==> src/sv/ddo_pkg.sv <==
// Types, codes and constants shared by the differential-drive odometry block.
// Holds the payload structs, the sequencer states and the CORDIC arctangent table.
// No dependencies.
package ddo_pkg;

  typedef struct packed {
    logic signed [15:0] left_wheel_speed;
    logic signed [15:0] right_wheel_speed;
  } in_t;

  typedef struct packed {
    logic signed [15:0] linear_velocity;
    logic signed [15:0] angular_velocity;
    logic signed [31:0] position_x;
    logic signed [31:0] position_y;
    logic        [15:0] heading_angle;
  } out_t;

  typedef enum logic [2:0] {
    S_IDLE,
    S_MULA,
    S_DIST,
    S_DIVGO,
    S_DIVW,
    S_CORW,
    S_MULB,
    S_DONE
  } state_t;

  // Configuration register indexes.
  localparam logic [1:0] REG_WHEEL_RADIUS     = 2'd0;
  localparam logic [1:0] REG_WHEEL_SEPARATION = 2'd1;
  localparam logic [1:0] REG_PERIOD_MS        = 2'd2;

  localparam logic [15:0] RST_WHEEL_RADIUS     = 16'd3277;
  localparam logic [15:0] RST_WHEEL_SEPARATION = 16'd16384;
  localparam logic [9:0]  RST_PERIOD_MS        = 10'd10;

  // Multiplier sequence steps.
  localparam logic [3:0] MS_PV    = 4'd0;
  localparam logic [3:0] MS_PW    = 4'd1;
  localparam logic [3:0] MS_SP    = 4'd2;
  localparam logic [3:0] MS_DM    = 4'd3;
  localparam logic [3:0] MS_DP    = 4'd4;
  localparam logic [3:0] MS_AM    = 4'd5;
  localparam logic [3:0] MS_A_END = 4'd6;
  localparam logic [3:0] MS_XL    = 4'd6;
  localparam logic [3:0] MS_XH    = 4'd7;
  localparam logic [3:0] MS_YL    = 4'd8;
  localparam logic [3:0] MS_YH    = 4'd9;
  localparam logic [3:0] MS_HL    = 4'd10;
  localparam logic [3:0] MS_HH    = 4'd11;
  localparam logic [3:0] MS_B_END = 4'd12;

  // Divider jobs.
  localparam logic [1:0] DIV_W    = 2'd0;
  localparam logic [1:0] DIV_ANG  = 2'd1;

  localparam int DIV_NUM_W = 52;
  localparam int DIV_DEN_W = 26;
  localparam int DIV_CNT_W = 6;

  // The division by 1000 runs over four 16-bit digits. Each digit is a multiply by
  // ceil(2^36/1000) and a shift by 36, which is exact for dividends below 1000*2^16.
  localparam logic [31:0] DIST_RECIP = 32'd68719477;
  localparam logic [2:0]  DIST_LAST  = 3'd7;

  localparam int TABLE_LEN = 24;
  localparam int STEP_W    = 5;
  localparam logic signed [31:0] CORDIC_START   = 32'sd652032874;
  localparam logic [31:0]        INV_TWO_PI_Q32 = 32'd683565276;

  function automatic logic [31:0] atan_val(input logic [STEP_W-1:0] idx);
    logic [31:0] v;
    case (idx)
      5'd0:  v = 32'h20000000;
      5'd1:  v = 32'h12E4051E;
      5'd2:  v = 32'h09FB385B;
      5'd3:  v = 32'h051111D4;
      5'd4:  v = 32'h028B0D43;
      5'd5:  v = 32'h0145D7E1;
      5'd6:  v = 32'h00A2F61E;
      5'd7:  v = 32'h00517C55;
      5'd8:  v = 32'h0028BE53;
      5'd9:  v = 32'h00145F2F;
      5'd10: v = 32'h000A2F98;
      5'd11: v = 32'h000517CC;
      5'd12: v = 32'h00028BE6;
      5'd13: v = 32'h000145F3;
      5'd14: v = 32'h0000A2FA;
      5'd15: v = 32'h0000517D;
      5'd16: v = 32'h000028BE;
      5'd17: v = 32'h0000145F;
      5'd18: v = 32'h00000A30;
      5'd19: v = 32'h00000518;
      5'd20: v = 32'h0000028C;
      5'd21: v = 32'h00000146;
      5'd22: v = 32'h000000A3;
      5'd23: v = 32'h00000051;
      default: v = 32'h0;
    endcase
    return v;
  endfunction

endpackage

==> src/sv/ddo_mul.sv <==
// Shared 32x32 unsigned multiplier with a registered product.
// Depends on nothing beyond the clock.
module ddo_mul (
  input  logic        clk,
  input  logic [31:0] a,
  input  logic [31:0] b,
  output logic [63:0] prod
);

  logic [63:0] prod_r;

  always_ff @(posedge clk) begin
    prod_r <= {32'b0, a} * {32'b0, b};
  end

  assign prod = prod_r;

endmodule

==> src/sv/ddo_div.sv <==
// Restoring unsigned divider, one quotient bit per cycle.
// Depends on ddo_pkg for the operand widths.
module ddo_div (
  input  logic                          clk,
  input  logic                          rst_n,
  input  logic                          start,
  input  logic [ddo_pkg::DIV_NUM_W-1:0] num,
  input  logic [ddo_pkg::DIV_DEN_W-1:0] den,
  output logic                          done,
  output logic [ddo_pkg::DIV_NUM_W-1:0] quot
);
  import ddo_pkg::*;

  logic [DIV_NUM_W-1:0] num_r;
  logic [DIV_DEN_W-1:0] den_r;
  logic [DIV_DEN_W-1:0] rem_r;
  logic [DIV_CNT_W-1:0] cnt_r;
  logic                 busy_r;
  logic                 done_r;
  logic [DIV_DEN_W:0]   shifted;
  logic [DIV_DEN_W:0]   trial;
  logic                 qbit;

  always_comb begin
    shifted = {rem_r, num_r[DIV_NUM_W-1]};
    trial   = shifted - {1'b0, den_r};
    qbit    = (shifted >= {1'b0, den_r});
  end

  always_ff @(posedge clk) begin
    if (!rst_n) begin
      busy_r <= 1'b0;
      done_r <= 1'b0;
    end else begin
      done_r <= 1'b0;
      if (start) begin
        busy_r <= 1'b1;
      end else if (busy_r && cnt_r == DIV_CNT_W'(1)) begin
        busy_r <= 1'b0;
        done_r <= 1'b1;
      end
    end
  end

  always_ff @(posedge clk) begin
    if (start) begin
      num_r <= num;
      den_r <= den;
      rem_r <= '0;
      cnt_r <= DIV_CNT_W'(DIV_NUM_W);
    end else if (busy_r) begin
      num_r <= {num_r[DIV_NUM_W-2:0], qbit};
      rem_r <= qbit ? trial[DIV_DEN_W-1:0] : shifted[DIV_DEN_W-1:0];
      cnt_r <= cnt_r - DIV_CNT_W'(1);
    end
  end

  assign done = done_r;
  assign quot = num_r;

endmodule

==> src/sv/ddo_cordic.sv <==
// Iterative rotation-mode CORDIC giving cos and sin of a binary angle.
// Depends on ddo_pkg for the arctangent table and the start value.
module ddo_cordic #(
  parameter int CORDIC_STEPS = 16
) (
  input  logic        clk,
  input  logic        rst_n,
  input  logic        start,
  input  logic [15:0] angle,
  output logic        busy,
  output logic [17:0] cos_mag,
  output logic        cos_neg,
  output logic [17:0] sin_mag,
  output logic        sin_neg
);
  import ddo_pkg::*;

  localparam int STEPS = (CORDIC_STEPS < TABLE_LEN) ? CORDIC_STEPS : TABLE_LEN;

  logic signed [31:0] x_r, y_r, z_r;
  logic [STEP_W-1:0]  i_r;
  logic               flip_r;
  logic               busy_r;
  logic               flip;
  logic signed [31:0] xs, ys;
  logic [31:0]        at;
  logic [31:0]        xabs, yabs;
  logic [32:0]        xrnd, yrnd;

  // Angles in the second and third quadrant are rotated by a half turn.
  assign flip = angle[15] ^ angle[14];

  always_comb begin
    xs   = x_r >>> i_r;
    ys   = y_r >>> i_r;
    at   = atan_val(i_r);
    xabs = x_r[31] ? 32'(-x_r) : 32'(x_r);
    yabs = y_r[31] ? 32'(-y_r) : 32'(y_r);
    xrnd = {1'b0, xabs} + 33'h2000;
    yrnd = {1'b0, yabs} + 33'h2000;
  end

  always_ff @(posedge clk) begin
    if (!rst_n) begin
      busy_r <= 1'b0;
    end else if (start) begin
      busy_r <= 1'b1;
    end else if (busy_r && i_r == STEP_W'(STEPS - 1)) begin
      busy_r <= 1'b0;
    end
  end

  always_ff @(posedge clk) begin
    if (start) begin
      x_r    <= CORDIC_START;
      y_r    <= '0;
      z_r    <= {angle[15] ^ flip, angle[14:0], 16'b0};
      flip_r <= flip;
      i_r    <= '0;
    end else if (busy_r) begin
      if (!z_r[31]) begin
        x_r <= x_r - ys;
        y_r <= y_r + xs;
        z_r <= z_r - $signed(at);
      end else begin
        x_r <= x_r + ys;
        y_r <= y_r - xs;
        z_r <= z_r + $signed(at);
      end
      i_r <= i_r + STEP_W'(1);
    end
  end

  assign busy    = busy_r;
  assign cos_mag = xrnd[31:14];
  assign sin_mag = yrnd[31:14];
  assign cos_neg = x_r[31] ^ flip_r;
  assign sin_neg = y_r[31] ^ flip_r;

endmodule

==> src/sv/diff_drive_odometry.sv <==
// Differential-drive dead-reckoning odometry: sequencer, pose state and output register.
// Depends on ddo_pkg, ddo_mul, ddo_div and ddo_cordic.
//
//   channel | ports                                | role
//   input   | in_valid, in_stall, in_data          | wheel speed request
//   output  | out_valid, out_stall, out_data       | velocities and updated pose
//   config  | cfg_wr_en, cfg_index, cfg_wdata      | register writes
//
// Requests are taken only in the idle state, one at a time; each then runs 7 multiplier
// steps, the division by 1000 as four reciprocal multiplies, two divisions on the shared
// divider (start, 52 quotient bits, done), one CORDIC check, 7 multiplier steps for the
// pose and the load of the result into the output register. The CORDIC runs from
// acceptance, alongside the multiplier steps.
// Reset (synchronous, rst_n low) clears the pose and loads the register defaults.
// A stalled result holds in the output register; the next request waits behind it.
module diff_drive_odometry #(
  parameter int CORDIC_STEPS = 16
) (
  input  logic          clk,
  input  logic          rst_n,
  input  logic          in_valid,
  output logic          in_stall,
  input  ddo_pkg::in_t  in_data,
  output logic          out_valid,
  input  logic          out_stall,
  output ddo_pkg::out_t out_data,
  input  logic          cfg_wr_en,
  input  logic [1:0]    cfg_index,
  input  logic [15:0]   cfg_wdata
);
  import ddo_pkg::*;

  state_t state_r, state_nxt;

  logic [15:0] radius_r, sep_r;
  logic [9:0]  period_r;
  logic [31:0] pose_x_r, pose_y_r;
  logic [15:0] pose_h_r;
  out_t        out_data_r;
  logic        out_valid_r;

  logic [15:0] r_r, d_r;
  logic [9:0]  p_r;
  logic        sum_neg_r, diff_neg_r;
  logic [16:0] sum_mag_r, diff_mag_r;
  logic [32:0] pv_mag_r, pw_mag_r;
  logic [42:0] dmul_r, amul_r;
  logic [33:0] w_q_r;
  logic [40:0] dist_mag_r;
  logic [47:0] ang_tc_r;
  logic [63:0] accx_r, accy_r;
  logic [47:0] acch_r;
  logic [3:0]  mstep_r;
  logic [1:0]  div_idx_r;
  logic [63:0] dnum_r;
  logic [9:0]  drem_r;
  logic [2:0]  dstep_r;

  logic        accept, out_free;
  logic [16:0] sum_s, diff_s;
  logic [31:0] mul_a, mul_b;
  logic [63:0] mul_prod;
  logic        div_start, div_done;
  logic [DIV_NUM_W-1:0] div_num, div_quot;
  logic [DIV_DEN_W-1:0] div_den, dk;
  logic        cor_busy, cos_neg, sin_neg;
  logic [17:0] cos_mag, sin_mag;
  logic [25:0] dsx, dsr;
  logic [15:0] dsq;

  logic [33:0] vsum;
  logic [16:0] vmag;
  logic [15:0] v_out, w_out;
  logic [63:0] xr, yr;
  logic [31:0] dx, dy;
  logic [47:0] hr;

  assign accept   = (state_r == S_IDLE) && in_valid;
  assign in_stall = (state_r != S_IDLE);
  assign out_free = !out_valid_r || !out_stall;

  assign sum_s  = {in_data.left_wheel_speed[15], in_data.left_wheel_speed}
                + {in_data.right_wheel_speed[15], in_data.right_wheel_speed};
  assign diff_s = {in_data.right_wheel_speed[15], in_data.right_wheel_speed}
                - {in_data.left_wheel_speed[15], in_data.left_wheel_speed};

  ddo_mul u_mul (
    .clk  (clk),
    .a    (mul_a),
    .b    (mul_b),
    .prod (mul_prod)
  );

  ddo_div u_div (
    .clk   (clk),
    .rst_n (rst_n),
    .start (div_start),
    .num   (div_num),
    .den   (div_den),
    .done  (div_done),
    .quot  (div_quot)
  );

  ddo_cordic #(.CORDIC_STEPS(CORDIC_STEPS)) u_cordic (
    .clk     (clk),
    .rst_n   (rst_n),
    .start   (accept),
    .angle   (pose_h_r),
    .busy    (cor_busy),
    .cos_mag (cos_mag),
    .cos_neg (cos_neg),
    .sin_mag (sin_mag),
    .sin_neg (sin_neg)
  );

  // One digit of the step distance divided by 1000: the remainder so far joined with
  // the next 16 bits, its quotient from the reciprocal product and the new remainder.
  assign dsx = {drem_r, dnum_r[63:48]};
  assign dsq = mul_prod[51:36];
  assign dsr = dsx - 26'(dsq) * 26'd1000;

  // Multiplier operand selection; the product is registered and appears in the next cycle.
  always_comb begin
    mul_a = '0;
    mul_b = '0;
    if (state_r == S_DIST) begin
      mul_a = 32'(dsx);
      mul_b = DIST_RECIP;
    end else begin
      case (mstep_r)
        MS_PV: begin mul_a = 32'(r_r);        mul_b = 32'(sum_mag_r);  end
        MS_PW: begin mul_a = 32'(r_r);        mul_b = 32'(diff_mag_r); end
        MS_SP: begin mul_a = 32'(sum_mag_r);  mul_b = 32'(p_r);        end
        MS_DM: begin mul_a = mul_prod[31:0];  mul_b = 32'(r_r);        end
        MS_DP: begin mul_a = 32'(diff_mag_r); mul_b = 32'(p_r);        end
        MS_AM: begin mul_a = mul_prod[31:0];  mul_b = 32'(r_r);        end
        MS_XL: begin
          mul_a = (state_r == S_MULB) ? 32'(dist_mag_r[20:0]) : 32'd0;
          mul_b = 32'(cos_mag);
        end
        MS_XH: begin mul_a = 32'(dist_mag_r[40:21]); mul_b = 32'(cos_mag); end
        MS_YL: begin mul_a = 32'(dist_mag_r[20:0]);  mul_b = 32'(sin_mag); end
        MS_YH: begin mul_a = 32'(dist_mag_r[40:21]); mul_b = 32'(sin_mag); end
        MS_HL: begin mul_a = 32'(ang_tc_r[23:0]);    mul_b = INV_TWO_PI_Q32; end
        MS_HH: begin mul_a = 32'(ang_tc_r[47:24]);   mul_b = INV_TWO_PI_Q32; end
        default: begin mul_a = '0; mul_b = '0; end
      endcase
    end
  end

  assign dk = DIV_DEN_W'(d_r) * DIV_DEN_W'(1000);

  always_comb begin
    div_num = '0;
    div_den = '0;
    case (div_idx_r)
      DIV_W: begin
        div_num = DIV_NUM_W'(pw_mag_r) + DIV_NUM_W'(d_r[15:1]);
        div_den = DIV_DEN_W'(d_r);
      end
      DIV_ANG: begin
        div_num = DIV_NUM_W'({amul_r, 8'b0}) + DIV_NUM_W'(dk[DIV_DEN_W-1:1]);
        div_den = dk;
      end
      default: begin
        div_num = '0;
        div_den = '0;
      end
    endcase
  end

  assign div_start = (state_r == S_DIVGO);

  // Rounding: half away from zero, velocities saturate; the heading rounds half up.
  always_comb begin
    vsum = {1'b0, pv_mag_r} + 34'h1_0000;
    vmag = vsum[33:17];
    if (!sum_neg_r) begin
      v_out = (vmag > 17'd32767) ? 16'h7FFF : vmag[15:0];
    end else begin
      v_out = (vmag > 17'd32768) ? 16'h8000 : (~vmag[15:0] + 16'd1);
    end
    if (!diff_neg_r) begin
      w_out = (w_q_r > 34'd32767) ? 16'h7FFF : w_q_r[15:0];
    end else begin
      w_out = (w_q_r > 34'd32768) ? 16'h8000 : (~w_q_r[15:0] + 16'd1);
    end
    xr = accx_r + 64'h8000_0000;
    yr = accy_r + 64'h8000_0000;
    dx = (sum_neg_r ^ cos_neg) ? (~xr[63:32] + 32'd1) : xr[63:32];
    dy = (sum_neg_r ^ sin_neg) ? (~yr[63:32] + 32'd1) : yr[63:32];
    hr = acch_r + 48'h8000_0000;
  end

  always_comb begin
    state_nxt = state_r;
    unique case (state_r)
      S_IDLE:  if (in_valid) state_nxt = S_MULA;
      S_MULA:  if (mstep_r == MS_A_END) state_nxt = S_DIST;
      S_DIST:  if (dstep_r == DIST_LAST) state_nxt = S_DIVGO;
      S_DIVGO: state_nxt = S_DIVW;
      S_DIVW: begin
        if (div_done) state_nxt = (div_idx_r == DIV_ANG) ? S_CORW : S_DIVGO;
      end
      S_CORW:  if (!cor_busy) state_nxt = S_MULB;
      S_MULB:  if (mstep_r == MS_B_END) state_nxt = S_DONE;
      S_DONE:  if (out_free) state_nxt = S_IDLE;
      default: state_nxt = S_IDLE;
    endcase
  end

  always_ff @(posedge clk) begin
    if (!rst_n) begin
      state_r <= S_IDLE;
    end else begin
      state_r <= state_nxt;
    end
  end

  always_ff @(posedge clk) begin
    if (!rst_n) begin
      radius_r <= RST_WHEEL_RADIUS;
      sep_r    <= RST_WHEEL_SEPARATION;
      period_r <= RST_PERIOD_MS;
    end else if (cfg_wr_en) begin
      case (cfg_index)
        REG_WHEEL_RADIUS:     radius_r <= cfg_wdata;
        REG_WHEEL_SEPARATION: sep_r    <= cfg_wdata;
        REG_PERIOD_MS:        period_r <= cfg_wdata[9:0];
        default: ;
      endcase
    end
  end

  always_ff @(posedge clk) begin
    if (!rst_n) begin
      pose_x_r    <= '0;
      pose_y_r    <= '0;
      pose_h_r    <= '0;
      out_valid_r <= 1'b0;
    end else begin
      if (out_valid_r && !out_stall) out_valid_r <= 1'b0;
      if (state_r == S_DONE && out_free) begin
        pose_x_r    <= pose_x_r + dx;
        pose_y_r    <= pose_y_r + dy;
        pose_h_r    <= pose_h_r + hr[47:32];
        out_valid_r <= 1'b1;
      end
    end
  end

  always_ff @(posedge clk) begin
    if (state_r == S_DONE && out_free) begin
      out_data_r.linear_velocity  <= v_out;
      out_data_r.angular_velocity <= w_out;
      out_data_r.position_x       <= pose_x_r + dx;
      out_data_r.position_y       <= pose_y_r + dy;
      out_data_r.heading_angle    <= pose_h_r + hr[47:32];
    end
  end

  // Datapath registers for one request.
  always_ff @(posedge clk) begin
    case (state_r)
      S_IDLE: begin
        if (accept) begin
          r_r        <= radius_r;
          d_r        <= (sep_r == 16'd0) ? 16'd1 : sep_r;
          p_r        <= period_r;
          sum_neg_r  <= sum_s[16];
          sum_mag_r  <= sum_s[16] ? (~sum_s + 17'd1) : sum_s;
          diff_neg_r <= diff_s[16];
          diff_mag_r <= diff_s[16] ? (~diff_s + 17'd1) : diff_s;
          mstep_r    <= MS_PV;
        end
      end
      S_MULA: begin
        mstep_r <= mstep_r + 4'd1;
        case (mstep_r)
          MS_PW:    pv_mag_r <= mul_prod[32:0];
          MS_SP:    pw_mag_r <= mul_prod[32:0];
          MS_DP:    dmul_r   <= mul_prod[42:0];
          MS_A_END: begin
            amul_r    <= mul_prod[42:0];
            div_idx_r <= DIV_W;
            dnum_r    <= 64'({dmul_r, 7'b0}) + 64'd500;
            drem_r    <= '0;
            dstep_r   <= '0;
          end
          default: ;
        endcase
      end
      S_DIST: begin
        // Even steps issue the reciprocal multiply, odd steps take its quotient digit.
        dstep_r <= dstep_r + 3'd1;
        if (dstep_r[0]) begin
          drem_r     <= dsr[9:0];
          dnum_r     <= {dnum_r[47:0], 16'b0};
          dist_mag_r <= {dist_mag_r[24:0], dsq};
        end
      end
      S_DIVW: begin
        if (div_done) begin
          case (div_idx_r)
            DIV_W:    w_q_r      <= div_quot[33:0];
            default:  ang_tc_r   <= diff_neg_r ? (~div_quot[47:0] + 48'd1) : div_quot[47:0];
          endcase
          div_idx_r <= div_idx_r + 2'd1;
        end
      end
      S_CORW: mstep_r <= MS_XL;
      S_MULB: begin
        mstep_r <= mstep_r + 4'd1;
        case (mstep_r)
          MS_XH:    accx_r <= mul_prod;
          MS_YL:    accx_r <= accx_r + {mul_prod[42:0], 21'b0};
          MS_YH:    accy_r <= mul_prod;
          MS_HL:    accy_r <= accy_r + {mul_prod[42:0], 21'b0};
          MS_HH:    acch_r <= mul_prod[47:0];
          MS_B_END: acch_r <= acch_r + {mul_prod[23:0], 24'b0};
          default: ;
        endcase
      end
      default: ;
    endcase
  end

  assign out_valid = out_valid_r;
  assign out_data  = out_data_r;

endmodule

==> config.mk <==
export PLATFORM = sky130hd
export DESIGN_NAME = diff_drive_odometry
export DESIGN_NICKNAME = d
export VERILOG_FILES = /design/src/sv/ddo_pkg.sv /design/src/sv/ddo_mul.sv /design/src/sv/ddo_div.sv /design/src/sv/ddo_cordic.sv /design/src/sv/diff_drive_odometry.sv
export SDC_FILE = /design/constraint.sdc
export NUM_CORES = 2
export LEC_CHECK = 0
export BUFFER_PORTS_ARGS = -buffer_cell sky130_fd_sc_hd__buf_4
export CORE_MARGIN = 10
export CORE_UTILIZATION = 50
export CTS_BUF_LIST = sky130_fd_sc_hd__clkbuf_4 sky130_fd_sc_hd__clkbuf_8 sky130_fd_sc_hd__clkbuf_16
export DETAILED_ROUTE_END_ITERATION = 10
export PLACE_DENSITY = 0.74
export SLEW_MARGIN = 15
export SYNTH_ARGS = -nofsm -noshare
export SYNTH_HDL_FRONTEND = slang
export SYNTH_SLANG_ARGS = --single-unit
==> constraint.sdc <==
create_clock -name clk -period 9.73 [get_ports clk]
set_clock_uncertainty 0.1 [all_clocks]
set_input_delay 0.4865 -clock clk [delete_from_list [all_inputs] [get_ports clk]]
set_output_delay 0.4865 -clock clk [all_outputs]
set_load 0.03 [all_outputs]
==> metrics.md <==
| Metric | Value |
|---|---|
| Number of primary I/O pins | 169 |
| End point of the most critical hold path | radius_r[6] |
| Net count of the finished layout | 13,500 |
| Critical register-to-register path endpoint | u_mul.prod[56] |
| Launch point of the worst reg-to-reg path | u_cordic.x_r[0] |
| First-pass iteration count of the detailed router | 8 |
| Worst reg2reg path depth | 44 |
| Mean post-synth cell area | 9.19 sq um |
| Commonest cells after routing, fill and taps aside | 1,249 x sky130_fd_sc_hd__inv_1, 1,097 x sky130_fd_sc_hd__nand2_1, 912 x sky130_fd_sc_hd__buf_4 |
| Critical path fanouts, max | 6 |
| Worst max-slew margin expressed relative to the limit | 20.9% |
| Maximum root-to-sink buffer count | 3 |
| Leading cell type in the layout, fill and taps excluded | sky130_fd_sc_hd__inv_1 |
| Height of the die | 472 microns |
| Via count of the routed design | 87,500 |
| Num Clock Sinks | 1,070 |
| Max Clock Freq | 93.7 MHz |
| Endpoint required time on the critical path | 10,250 ps |
| Number of clock buffers inserted by TritonCTS | 105 |
| Kind of capture point of the worst setup path | register |
| Clock period minus worst slack | 10,670 ps |
| Area growth from synthesis to layout | 15.8% |
| Wirelength per Cell | 23.6 microns |
| Placeable Area | 203,000 sq um |
| Clock Pin Slew Worst Setup and Hold Paths | 60 ps |
| Placer Congestion | 0.997 |
| Top Family by Delay on Critical Path | adder cells |
| Top flip-flop cell by instance count after synthesis | sky130_fd_sc_hd__edfxtp_1 |
| Launching element type of the critical path | register |
| Port Buffers | 168 |
| Number of vias per cell after detailed routing | 6.00 |
| Ys Warns | 0 |
| Final-report setup violation count | 34 |
| Grt ovf | 0 |
| DRC violation count after routing | 0 |
| Number of global-route vias before repair | 86,300 |
| Seq/Total Area, Yosys | 28.1% |
| Number of H-tree levels | 3 |
| Floorplan row count | 165 |
| First-pass GRT wire length | 517,000 microns |
| Wirelength, routed | 344,000 microns |
| Setup slack of the most critical reg-to-reg path | -940 ps |
| Post-synth EDFFs | 730 |
| Die Outline Area | 223,000 sq um |
| Area post-placement | 112,000 sq um |
| Final setup margin | -938 ps |
| Share of the clock period used by the worst path after layout | 110% |
| Final Hold Vio Count | 0 |
| Slew of the pin with the lowest slew margin | 1180 ps |
| Type of the setup path with the least slack | register to register |
| Number of violations of the max-capacitance limit | 0 |
| Proportion of layout cells with a drive suffix above 1 | 15.3% |
| Post-route cell area | 118,000 sq um |
| Hold Crit Class | primary input to register |
| Status | finished, violations left |
| Proportion of register bits with asynchronous set or reset after synthesis | 0% |
| Largest net degree at the start of global routing | 130 |
| Hold path start | cfg_index[1] |
| Initial standard-cell utilization of the core | 50.4% |
| Slowest-stage cell, CP | sky130_fd_sc_hd__or4_4 |
| Clk_lat worst skew | 790 ps |
| Arr. time, crit path | 11,190 ps |
| Overall die width | 472 microns |
| Half-perimeter wire length of the detailed placement result | 267,000 microns |
| Critical Path Max Stage Delay | 560 ps |
| Iteration-0 DRC count of the detailed router | 10,200 |
| Depth of the worst hold-timing path | 4 |
| CTS tree | yes |
| RSZ-0062 raised after global routing | yes |
| Syn Inst Count | 11,100 |
| Remaining antenna violation count | 0 |
| Root Buffer Master | sky130_fd_sc_hd__clkbuf_16 |
| Distinct cell type count of the synthesized netlist | 96 |
| GRT Resource Usage Total | 29.8% |
| Total count of max-transition violations in the final report | 0 |
| Failing checks | negative setup slack |
| Mapped cell area | 102,000 sq um |
| Number of filler cells placed in the layout | 17,200 |
| Post-synthesis register bit count | 1,070 |
| Initial antenna violation count | 41 |
| Number of buffer and inverter instances along the worst setup path | 11 |
## per-layer routing
metal | global-route usage [%] | share of wire [%] | routed length [microns] | vias to the layer above
met5 | 0.0853 | 0.031 | 106 | -
met4 | 13.7 | 5.1 | 17500 | 12
met3 | 6.98 | 11 | 36700 | 801
met2 | 46.2 | 44 | 153000 | 4324
met1 | 39.6 | 40 | 137000 | 43000
li1 | - | - | - | 39400
## Yosys cell counts, drive strengths merged, types with 141 or more instances
| library cell | n | share of area, % |
|---|---|---|
| xnor2 | 539 | 4.6 |
| clkbuf | 421 | 1.5 |
| inv | 1314 | 4.8 |
| nor3 | 141 | 0.69 |
| ha | 838 | 10 |
| fa | 783 | 15 |
| a21oi | 664 | 3.3 |
| and3 | 193 | 1.2 |
| nand3 | 223 | 1.1 |
| edfxtp | 730 | 21 |
| dfxtp | 340 | 6.7 |
| xor2 | 334 | 2.9 |
| o21ai | 537 | 2.6 |
| nor2 | 938 | 3.4 |
| nand2 | 1127 | 4.1 |
| a21o | 190 | 1.4 |
## worst max path at each step
| stage | from | endpoint | slack (ps) | cells past startpoint |
|---|---|---|---|---|
| 2_1_floorplan | u_cordic.y_r[12] | u_mul.prod[56] | -400 | 42 |
| 6_report | u_cordic.x_r[0] | u_mul.prod[56] | -940 | 44 |
| 5_1_grt | u_cordic.x_r[0] | u_mul.prod[56] | -1250 | 44 |
| 3_5_place_dp | u_cordic.y_r[0] | u_mul.prod[46] | -1440 | 44 |
| 3_3_place_gp | u_cordic.y_r[0] | u_mul.prod[56] | -1210 | 41 |
| 4_1_cts | u_cordic.x_r[0] | u_mul.prod[45] | -810 | 44 |
## sequential cells by signal, summed over array words and instances, names as in the netlist, 43 cells and up
register,count
u_div.quot,52
accx_r,43
dmul_r,43
ang_tc_r,48
u_mul.prod,64
amul_r,43
out_data,112
accy_r,43
dnum_r,58
## worst reg2reg max path: cells and delay by family, from the launching register on
family,cells,cell delay (ps)
flip-flops,1,330
adder cells (fa/ha/maj),9,4220
XOR/XNOR,1,210
multiplexers,1,190
AND/OR/NAND/NOR,11,2370
AO/OA/AOI/OAI,11,2190
buffers and inverters,11,890
## layout make-up
class / count / area, sq um / share of cell area, %
multi-input combinational: 8270 / 68700 / 58.1
antenna: 27 / 67.6 / 0.0571
timing repair buffer: 1033 / 8670 / 7.34
clock inverter: 54 / 708 / 0.599
inverter: 1321 / 4970 / 4.21
sequential: 1070 / 28700 / 24.3
clock buffer: 146 / 3050 / 2.58
tap: 2672 / 3340 / 2.83
## stage by stage
step	utilization, %	hold WS [ps]	TNS, ps	setup WS [ps]	std cells
6_report	58.4	51.3	-19150	-938	14600
5_1_grt	58.4	57.4	-30400	-1250	14600
4_1_cts	57.9	21.4	-14900	-812	14500
3_5_place_dp	55.1	314	-33980	-1440	14300
3_3_place_gp	55.1	312	-28460	-1210	14300
2_1_floorplan	-	308	-2040	-403	11200
## what timing repair did
item                       CTS  global route
buffers inserted            50            39
gates resized for setup    282           166
setup endpoints to repair   39            40
cloned                       4             1
pin swaps                  176            91
hold buffers                16             0
hold endpoints to repair    42             0
## logic make-up after synthesis
logic type | Yosys count | synth area share, %
and+or+nand+nor | 3283 | 14.9
AOI/OAI and AO/OA | 2203 | 13.7
buffers and inverters | 1824 | 6.77
adders and majority gates | 1621 | 25.6
DFF | 1070 | 28.1
xor gates and xnor gates | 873 | 7.49
muxes | 231 | 3.37
other | 2 | 0.00736
Power is left out: the tool's default activity adds up to more than one toggle a clock period on the data nets, which glitch-free logic cannot reach.
